==> config.mk <==
export PLATFORM = sky130hd
export DESIGN_NAME = dcc_packet_framer_core
export DESIGN_NICKNAME = d
export VERILOG_FILES = /design/src/rtl/dcc_pf_pkg.sv /design/src/rtl/dcc_pf_regs.sv /design/src/rtl/dcc_pf_bytes.sv /design/src/rtl/dcc_pf_seq.sv /design/src/rtl/dcc_packet_framer_core.sv
export SDC_FILE = /design/constraint.sdc
export NUM_CORES = 1
export LEC_CHECK = 0
export BUFFER_PORTS_ARGS = -buffer_cell sky130_fd_sc_hd__buf_2
export CAP_MARGIN = 10
export CORE_AREA = 2 2 110 101
export CTS_CLUSTER_SIZE = 30
export DETAILED_ROUTE_END_ITERATION = 7
export DIE_AREA = 0 0 112 103
export PLACE_DENSITY_LB_ADDON = 0.08
export SLEW_MARGIN = 0
export SYNTH_ARGS = -nofsm -noshare
export SYNTH_HDL_FRONTEND = slang
export SYNTH_SLANG_ARGS = --single-unit
==> constraint.sdc <==
create_clock -name clk -period 3.8 [get_ports clk]
set_input_delay 0.76 -clock clk [delete_from_list [all_inputs] [get_ports clk]]
set_output_delay 0.76 -clock clk [all_outputs]
set_load 0.1 [all_outputs]
==> src/rtl/dcc_pf_pkg.sv <==
`timescale 1ns / 1ps

package dcc_pf_pkg;

  // Request codes
  localparam logic [1:0] REQ_THROTTLE = 2'd0;
  localparam logic [1:0] REQ_IDLE     = 2'd1;
  localparam logic [1:0] REQ_RESET    = 2'd2;
  localparam logic [1:0] REQ_UNUSED   = 2'd3;

  // Register indexes (byte address = 4 * index)
  localparam logic [2:0] REG_TRACK_POWER   = 3'd0;
  localparam logic [2:0] REG_ONE_PERIOD    = 3'd1;
  localparam logic [2:0] REG_ZERO_PERIOD   = 3'd2;
  localparam logic [2:0] REG_PREAMBLE_BITS = 3'd3;
  localparam logic [2:0] REG_CLOSER_BITS   = 3'd4;

  localparam int unsigned ADDR_W = 5;

  // Reset values
  localparam logic [15:0] ONE_PERIOD_RST    = 16'd58;
  localparam logic [15:0] ZERO_PERIOD_RST   = 16'd100;
  localparam logic [4:0]  PREAMBLE_BITS_RST = 5'd14;
  localparam logic [2:0]  CLOSER_BITS_RST   = 3'd1;

  // Framing limits
  localparam logic [4:0] PRE_MIN   = 5'd10;
  localparam logic [4:0] PRE_MAX   = 5'd20;
  localparam logic [2:0] CLOSE_MIN = 3'd1;
  localparam logic [2:0] CLOSE_MAX = 3'd4;

  // Byte constants
  localparam logic [7:0]  CMD_BASE      = 8'h40;
  localparam logic [7:0]  LONG_ADDR_TAG = 8'hC0;
  localparam logic [7:0]  BYTE_ONES     = 8'hFF;
  localparam logic [13:0] SHORT_ADDR_MAX = 14'd127;

  typedef struct packed {
    logic [1:0]  req_type;
    logic [13:0] cab_address;
    logic [4:0]  speed_step;
    logic        direction;
  } dcc_req_t;

  typedef struct packed {
    logic        bit_value;
    logic [15:0] period;
    logic        last;
  } dcc_sym_t;

  typedef struct packed {
    logic        track_power;
    logic [15:0] one_period;
    logic [15:0] zero_period;
    logic [4:0]  preamble_bits;
    logic [2:0]  closer_bits;
  } dcc_cfg_t;

  // Packet bytes, first byte in [31:24], error byte included
  typedef struct packed {
    logic        emit;
    logic [31:0] bytes;
    logic [2:0]  nbytes;
  } dcc_frame_t;

  typedef enum logic [1:0] {
    ST_IDLE,
    ST_PRE,
    ST_BYTE,
    ST_CLOSE
  } dcc_state_t;

endpackage

==> src/rtl/dcc_pf_regs.sv <==
`timescale 1ns / 1ps

module dcc_pf_regs
  import dcc_pf_pkg::*;
(
  input  logic              clk,
  input  logic              rst_n,
  input  logic              psel,
  input  logic              penable,
  input  logic              pwrite,
  input  logic [ADDR_W-1:0] paddr,
  input  logic [31:0]       pwdata,
  output logic [31:0]       prdata,
  output logic              pready,
  output dcc_cfg_t          cfg
);

  dcc_cfg_t   cfg_r;
  logic       wr_en;
  logic [2:0] idx;

  assign pready = 1'b1;
  assign wr_en  = psel & penable & pwrite;
  assign idx    = paddr[ADDR_W-1:2];
  assign cfg    = cfg_r;

  always_ff @(posedge clk) begin
    if (!rst_n) begin
      cfg_r.track_power   <= 1'b0;
      cfg_r.one_period    <= ONE_PERIOD_RST;
      cfg_r.zero_period   <= ZERO_PERIOD_RST;
      cfg_r.preamble_bits <= PREAMBLE_BITS_RST;
      cfg_r.closer_bits   <= CLOSER_BITS_RST;
    end else if (wr_en) begin
      unique case (idx)
        REG_TRACK_POWER:   cfg_r.track_power   <= pwdata[0];
        REG_ONE_PERIOD:    cfg_r.one_period    <= pwdata[15:0];
        REG_ZERO_PERIOD:   cfg_r.zero_period   <= pwdata[15:0];
        REG_PREAMBLE_BITS: cfg_r.preamble_bits <= pwdata[4:0];
        REG_CLOSER_BITS:   cfg_r.closer_bits   <= pwdata[2:0];
        default: ;
      endcase
    end
  end

  always_comb begin
    unique case (idx)
      REG_TRACK_POWER:   prdata = {31'd0, cfg_r.track_power};
      REG_ONE_PERIOD:    prdata = {16'd0, cfg_r.one_period};
      REG_ZERO_PERIOD:   prdata = {16'd0, cfg_r.zero_period};
      REG_PREAMBLE_BITS: prdata = {27'd0, cfg_r.preamble_bits};
      REG_CLOSER_BITS:   prdata = {29'd0, cfg_r.closer_bits};
      default:           prdata = 32'd0;
    endcase
  end

endmodule

==> src/rtl/dcc_pf_bytes.sv <==
`timescale 1ns / 1ps

module dcc_pf_bytes
  import dcc_pf_pkg::*;
(
  input  dcc_req_t   req,
  input  logic       track_power,
  output dcc_frame_t frame
);

  logic [7:0] cmd;
  logic [7:0] hi;
  logic [7:0] lo;
  logic [7:0] err;
  logic       long_form;

  assign cmd       = CMD_BASE | {2'b00, req.direction, req.speed_step};
  assign hi        = {2'b00, req.cab_address[13:8]} | LONG_ADDR_TAG;
  assign lo        = req.cab_address[7:0];
  assign long_form = req.cab_address > SHORT_ADDR_MAX;

  always_comb begin
    frame.emit = track_power && (req.req_type != REQ_UNUSED);
    err        = 8'd0;
    unique case (req.req_type)
      REQ_THROTTLE: begin
        if (long_form) begin
          err          = hi ^ lo ^ cmd;
          frame.bytes  = {hi, lo, cmd, err};
          frame.nbytes = 3'd4;
        end else begin
          err          = lo ^ cmd;
          frame.bytes  = {lo, cmd, err, 8'd0};
          frame.nbytes = 3'd3;
        end
      end
      REQ_IDLE: begin
        frame.bytes  = {BYTE_ONES, 8'd0, BYTE_ONES, 8'd0};
        frame.nbytes = 3'd3;
      end
      REQ_RESET, REQ_UNUSED: begin
        frame.bytes  = 32'd0;
        frame.nbytes = 3'd3;
      end
    endcase
  end

endmodule

==> src/rtl/dcc_pf_seq.sv <==
`timescale 1ns / 1ps

module dcc_pf_seq
  import dcc_pf_pkg::*;
(
  input  logic       clk,
  input  logic       rst_n,
  input  dcc_cfg_t   cfg,
  input  dcc_frame_t frame,
  input  logic       in_valid,
  output logic       in_ready,
  output logic       out_valid,
  input  logic       out_ready,
  output dcc_sym_t   out_data
);

  dcc_state_t  state_r, state_nxt;
  logic [4:0]  cnt_r, cnt_nxt;
  logic [3:0]  bit_cnt_r, bit_cnt_nxt;
  logic [2:0]  left_r, left_nxt;
  logic [2:0]  clo_r, clo_nxt;
  logic [31:0] shreg_r, shreg_nxt;
  logic        out_valid_r, out_valid_nxt;
  dcc_sym_t    out_r, out_nxt;

  logic        adv;
  logic        accept;
  logic        sym;
  logic        last;
  logic [4:0]  pre_sat;
  logic [2:0]  clo_sat;

  always_comb begin
    pre_sat = cfg.preamble_bits;
    if (pre_sat < PRE_MIN) pre_sat = PRE_MIN;
    if (pre_sat > PRE_MAX) pre_sat = PRE_MAX;
    clo_sat = cfg.closer_bits;
    if (clo_sat < CLOSE_MIN) clo_sat = CLOSE_MIN;
    if (clo_sat > CLOSE_MAX) clo_sat = CLOSE_MAX;
  end

  assign in_ready  = (state_r == ST_IDLE);
  assign accept    = in_valid && in_ready;
  assign adv       = !out_valid_r || out_ready;
  assign out_valid = out_valid_r;
  assign out_data  = out_r;

  always_comb begin
    state_nxt     = state_r;
    cnt_nxt       = cnt_r;
    bit_cnt_nxt   = bit_cnt_r;
    left_nxt      = left_r;
    clo_nxt       = clo_r;
    shreg_nxt     = shreg_r;
    out_valid_nxt = out_valid_r;
    out_nxt       = out_r;
    sym           = 1'b1;
    last          = 1'b0;

    unique case (state_r)
      ST_IDLE: begin
        if (adv) out_valid_nxt = 1'b0;
        if (accept && frame.emit) begin
          state_nxt   = ST_PRE;
          cnt_nxt     = pre_sat;
          clo_nxt     = clo_sat;
          shreg_nxt   = frame.bytes;
          left_nxt    = frame.nbytes;
          bit_cnt_nxt = 4'd0;
        end
      end
      ST_PRE: begin
        sym = 1'b1;
        if (adv) begin
          cnt_nxt = cnt_r - 5'd1;
          if (cnt_r == 5'd1) state_nxt = ST_BYTE;
        end
      end
      ST_BYTE: begin
        // start bit first, then the byte MSB first
        sym = (bit_cnt_r == 4'd0) ? 1'b0 : shreg_r[31];
        if (adv) begin
          if (bit_cnt_r != 4'd0) shreg_nxt = {shreg_r[30:0], 1'b0};
          if (bit_cnt_r == 4'd8) begin
            bit_cnt_nxt = 4'd0;
            left_nxt    = left_r - 3'd1;
            if (left_r == 3'd1) begin
              state_nxt = ST_CLOSE;
              cnt_nxt   = {2'b00, clo_r};
            end
          end else begin
            bit_cnt_nxt = bit_cnt_r + 4'd1;
          end
        end
      end
      ST_CLOSE: begin
        sym  = 1'b1;
        last = (cnt_r == 5'd1);
        if (adv) begin
          cnt_nxt = cnt_r - 5'd1;
          if (cnt_r == 5'd1) state_nxt = ST_IDLE;
        end
      end
    endcase

    if (adv && state_r != ST_IDLE) begin
      out_valid_nxt     = 1'b1;
      out_nxt.bit_value = sym;
      out_nxt.period    = sym ? cfg.one_period : cfg.zero_period;
      out_nxt.last      = last;
    end
  end

  always_ff @(posedge clk) begin
    if (!rst_n) begin
      state_r     <= ST_IDLE;
      out_valid_r <= 1'b0;
    end else begin
      state_r     <= state_nxt;
      out_valid_r <= out_valid_nxt;
    end
  end

  always_ff @(posedge clk) begin
    cnt_r     <= cnt_nxt;
    bit_cnt_r <= bit_cnt_nxt;
    left_r    <= left_nxt;
    clo_r     <= clo_nxt;
    shreg_r   <= shreg_nxt;
    out_r     <= out_nxt;
  end

endmodule

==> src/rtl/dcc_packet_framer_core.sv <==
`timescale 1ns / 1ps

// DCC packet framer.
// Input channel (in_valid/in_ready/in_data): one command per transfer, a
// throttle request, an idle packet or a reset packet. Output channel
// (out_valid/out_ready/out_data): one track-bit symbol per transfer with its
// configured period; last marks the final closer bit of a packet.
// Registers are to be written over the APB port only while no packet is in
// flight (psel/penable/pwrite/paddr/pwdata); the block itself does not
// enforce this. The command is registered into the sequencer state, and the
// first symbol then into the output register. A packet is a preamble
// (10..20) + 9 per byte (3 or 4 bytes) + closer (1..4) symbols, so 38 to
// 60 symbols; a single shift register and bit counter step through the
// packet. in_ready is high only between packets. With track power off, or an
// unused request code, the command is taken and no symbol is sent. A stalled
// receiver holds the current symbol in the output register and freezes the
// sequencer. Reset returns the registers to their defaults, with track
// power off, and drops any packet in progress.
module dcc_packet_framer_core
  import dcc_pf_pkg::*;
(
  input  logic              clk,
  input  logic              rst_n,
  input  logic              in_valid,
  output logic              in_ready,
  input  dcc_req_t          in_data,
  output logic              out_valid,
  input  logic              out_ready,
  output dcc_sym_t          out_data,
  input  logic              psel,
  input  logic              penable,
  input  logic              pwrite,
  input  logic [ADDR_W-1:0] paddr,
  input  logic [31:0]       pwdata,
  output logic [31:0]       prdata,
  output logic              pready
);

  dcc_cfg_t   cfg;
  dcc_frame_t frame;

  dcc_pf_regs u_regs (
    .clk     (clk),
    .rst_n   (rst_n),
    .psel    (psel),
    .penable (penable),
    .pwrite  (pwrite),
    .paddr   (paddr),
    .pwdata  (pwdata),
    .prdata  (prdata),
    .pready  (pready),
    .cfg     (cfg)
  );

  dcc_pf_bytes u_bytes (
    .req         (in_data),
    .track_power (cfg.track_power),
    .frame       (frame)
  );

  dcc_pf_seq u_seq (
    .clk       (clk),
    .rst_n     (rst_n),
    .cfg       (cfg),
    .frame     (frame),
    .in_valid  (in_valid),
    .in_ready  (in_ready),
    .out_valid (out_valid),
    .out_ready (out_ready),
    .out_data  (out_data)
  );

endmodule
==> results.ini <==
[timing]
fin_crit_sh_pct = 78.2
relSlewSlack_pct = 45.1
grt_setup_unrepaired = false
setup-tns-final_ns = 0
finalSetupViolCount = 0
hold_viol_final = 0
worst_pin_slew_ns = 0.820
max_freq_mhz = 336
min_period_ns = 2.97
clock_skew_ns = 0.00772
slew_violations = 0

[logic_synthesis]
synth-edff-count = 65
yosysMostFrequentCell = nand2_1
synthFlopType = edfxtp_1
synth.distinct_cells = 48
ys_seq_area_share_pct = 50.7
netlist.area_leader.share_pct = 34.9
yosys_warnings = 0
yosys.area.top_type = edfxtp_1
ys_seq_elements = 109
async_reset_ff_share_pct = 0
postSynthCellCount = 551
synth_common_cells = nand2_1 (110), edfxtp_1 (65), dfxtp_1 (44)
synth_area_leaders = edfxtp_1 (35%), dfxtp_1 (16%), nand2_1 (7.4%), a21boi_0 (3.8%), buf_4 (2.6%)
synth_area_um2 = 5590
avgSynthCellArea_um2 = 10.1

[min_path]
holdPathStages = 2
whs_endpoint = u_regs.cfg[21]$_SDFFE_PN0P_
hp-class = register to register
min_from = u_regs.cfg[21]$_SDFFE_PN0P_

[setup_path]
critPathLaunchType = primary input
worst_setup_path_end_kind = primary output
cp_top_family = buffers and inverters
r2r-start = u_seq.state_r[0]$_SDFFE_PN0P_
r2r_slack_ns = 1.31
cp.required_ns = 3.04
critical_path.slowest_cell = buf_2
path_buf_inv = 3
cp_max_fo = 14
criticalPathCategory = primary input to primary output
r2r_end = u_seq.shreg_r[7]$_DFFE_PP_
crit_chain = buf_2 > nor2b_1 > buf_4 > a22oi_1 > nor2_1 > buf_2
worst_path_most_repeated_cell = buf_2
max_stage_delay_ns = 0.44
reg2reg_depth = 7
cp.arrival_ns = 2.21

[power_and_ir_drop]
irDropWorstVdd_mv = 0.448
p_per_area_nw_per_um2 = 485
p_leak_uw = 0.00251

[route]
vias = 4144
post-route-drc-count = 0
wl_per_cell_um = 16.1
dr.first_iter.drc_count = 184
viasPerCell = 5.45
drt-total-wl_um = 12200
ant_nets = 0
drt_pass1_iterations = 5

[layout]
drive_gt1_share_pct = 21.1
fin_area_um2 = 6320
synthToLayoutAreaGrowth_pct = 13.1
stdcell_count = 760
num-fill-cells = 951
final_util_pct = 60.0
nNetsFinal = 700
n_antenna_cell = 0

[clock_network]
cts.clk_slew.worst_paths_ns = 0.06
clkLatencyLatePin_ns = 0.35
cts_buffers = 9
post_cts_buffers = 0
cts_resized = 0
root_buffer = clkbuf_16
max-clock-path-buffers = 2
cts_tree = built
cts_hold_buf = 0
ctsHtreeMaxLevel = 3
clock-sinks = 109

[global_route]
grt_pass1_wl_um = 19200
gr-usage-all-layers_pct = 21.2
gr-total-overflow = 0
grt_max_degree = 47
grt_pass1_vias = 3890
antenna_found_initial = 0

[die]
io_pins = 119
die_x_um = 112
coreArea_um2 = 10500
floorplan.initialDensity_pct = 53.1
die_y_um = 103
die_area_um2 = 11500
rows = 36

[run]
drv_cap = 0

[placed_design]
dp_hpwl_um = 8310
placed_area_um2 = 6010
routabilityCongestion = 0.848
dp_cells = 744
portBuffers = 83

[outcome]
status = complete, no violations

## worst max path at each step
stage	start	end	slack [ns]	cells past startpoint
final	paddr[2]	prdata[13]	0.83	6
after global routing	paddr[2]	prdata[13]	0.72	6
after CTS	paddr[2]	prdata[7]	0.83	6
after detailed placement	paddr[2]	prdata[7]	0.84	6
after global placement	paddr[2]	prdata[7]	0.84	6
after floorplan	u_seq.state_r[0]$_SDFFE_PN0P_	u_seq.shreg_r[0]$_SDFFCE_PP0P_	0.18	4
## layout make-up
class	count	area [um2]	share of cell area [%]
Clock buffer	13	250	3.96
Clock inverter	2	35.0	0.554
Inverter	13	48.8	0.772
Multi-Input combinational cell	399	2490	39.4
Sequential cell	109	2830	44.8
Tap cell	133	166	2.63
Timing Repair Buffer	91	495	7.84
## worst reg2reg max path: stages, from the launching register on
cell	delay (ns)
dfxtp_1	0.41
inv_1	0.11
ha_1	0.40
buf_4	0.30
or2_2	0.44
nor2_1	0.21
nand2_1	0.22
o21ai_0	0.25
## cells by family (layout without fill, tap and decap cells)
kind of cell,Yosys count,count (layout),share of synthesized area [%]
fa+ha+maj,11,11,2.46
other cells,2,17,0.134
flops,109,109,50.7
mux,33,33,6.94
buf+inv,58,119,5.86
xor+xnor,24,24,3.76
simple gates,198,198,16.5
compound gates,116,116,13.7
## state kept, by name, summed over array words and instances, names as in the netlist
signal	cells
u_seq.left_r	3
u_seq.shreg_r	32
u_regs.cfg	41
u_seq.cnt_r	5
u_seq.bit_cnt_r	4
u_seq.clo_r	3
u_seq.out_data	18
u_seq.out_valid	1
u_seq.state_r	2
## through the flow
stage,power (uW),setup slack (ns),hold slack [ns]
floorplan,2000,0.177,0.452
global route,3180,0.717,0.510
finish,3070,0.827,0.480
CTS,3070,0.830,0.484
detailed placement,2140,0.841,0.475
global placement,2130,0.844,0.467
## where the power goes
part	switching, uW	internal [uW]	total, uW
Sequential	39.1	1390	1430
Clock	408	526	934
Combinational	557	147	704
Total	1000	2060	3070
## placed cells by master (no fill, tap or decap), drive strengths merged, types with 2 or more instances in the layout
| master | count |
|---|---|
| a211oi | 3 |
| a21boi | 28 |
| a21o | 6 |
| a21oi | 16 |
| a221oi | 2 |
| a22o | 3 |
| a22oi | 17 |
| and2 | 3 |
| and3 | 4 |
| buf | 91 |
| clkbuf | 13 |
| conb | 17 |
| dfxtp | 44 |
| edfxtp | 65 |
| ha | 11 |
| inv | 13 |
| mux2 | 19 |
| mux2i | 14 |
| nand2 | 111 |
| nand2b | 4 |
| nand3 | 16 |
| nand3b | 4 |
| nor2 | 33 |
| nor2b | 9 |
| nor3 | 4 |
| nor3b | 3 |
| o211ai | 7 |
| o21ai | 27 |
| o22ai | 3 |
| o31ai | 2 |
| or2 | 2 |
| xnor2 | 8 |
| xor2 | 16 |
## per-layer routing
layer  GRT usage (%)  wire [um]
met2            36.6       6000
met1            27.0       5500
met5               0          0
met4            5.53         95
met3            5.58        606
Note: power is estimated with default switching activity, not from simulation.
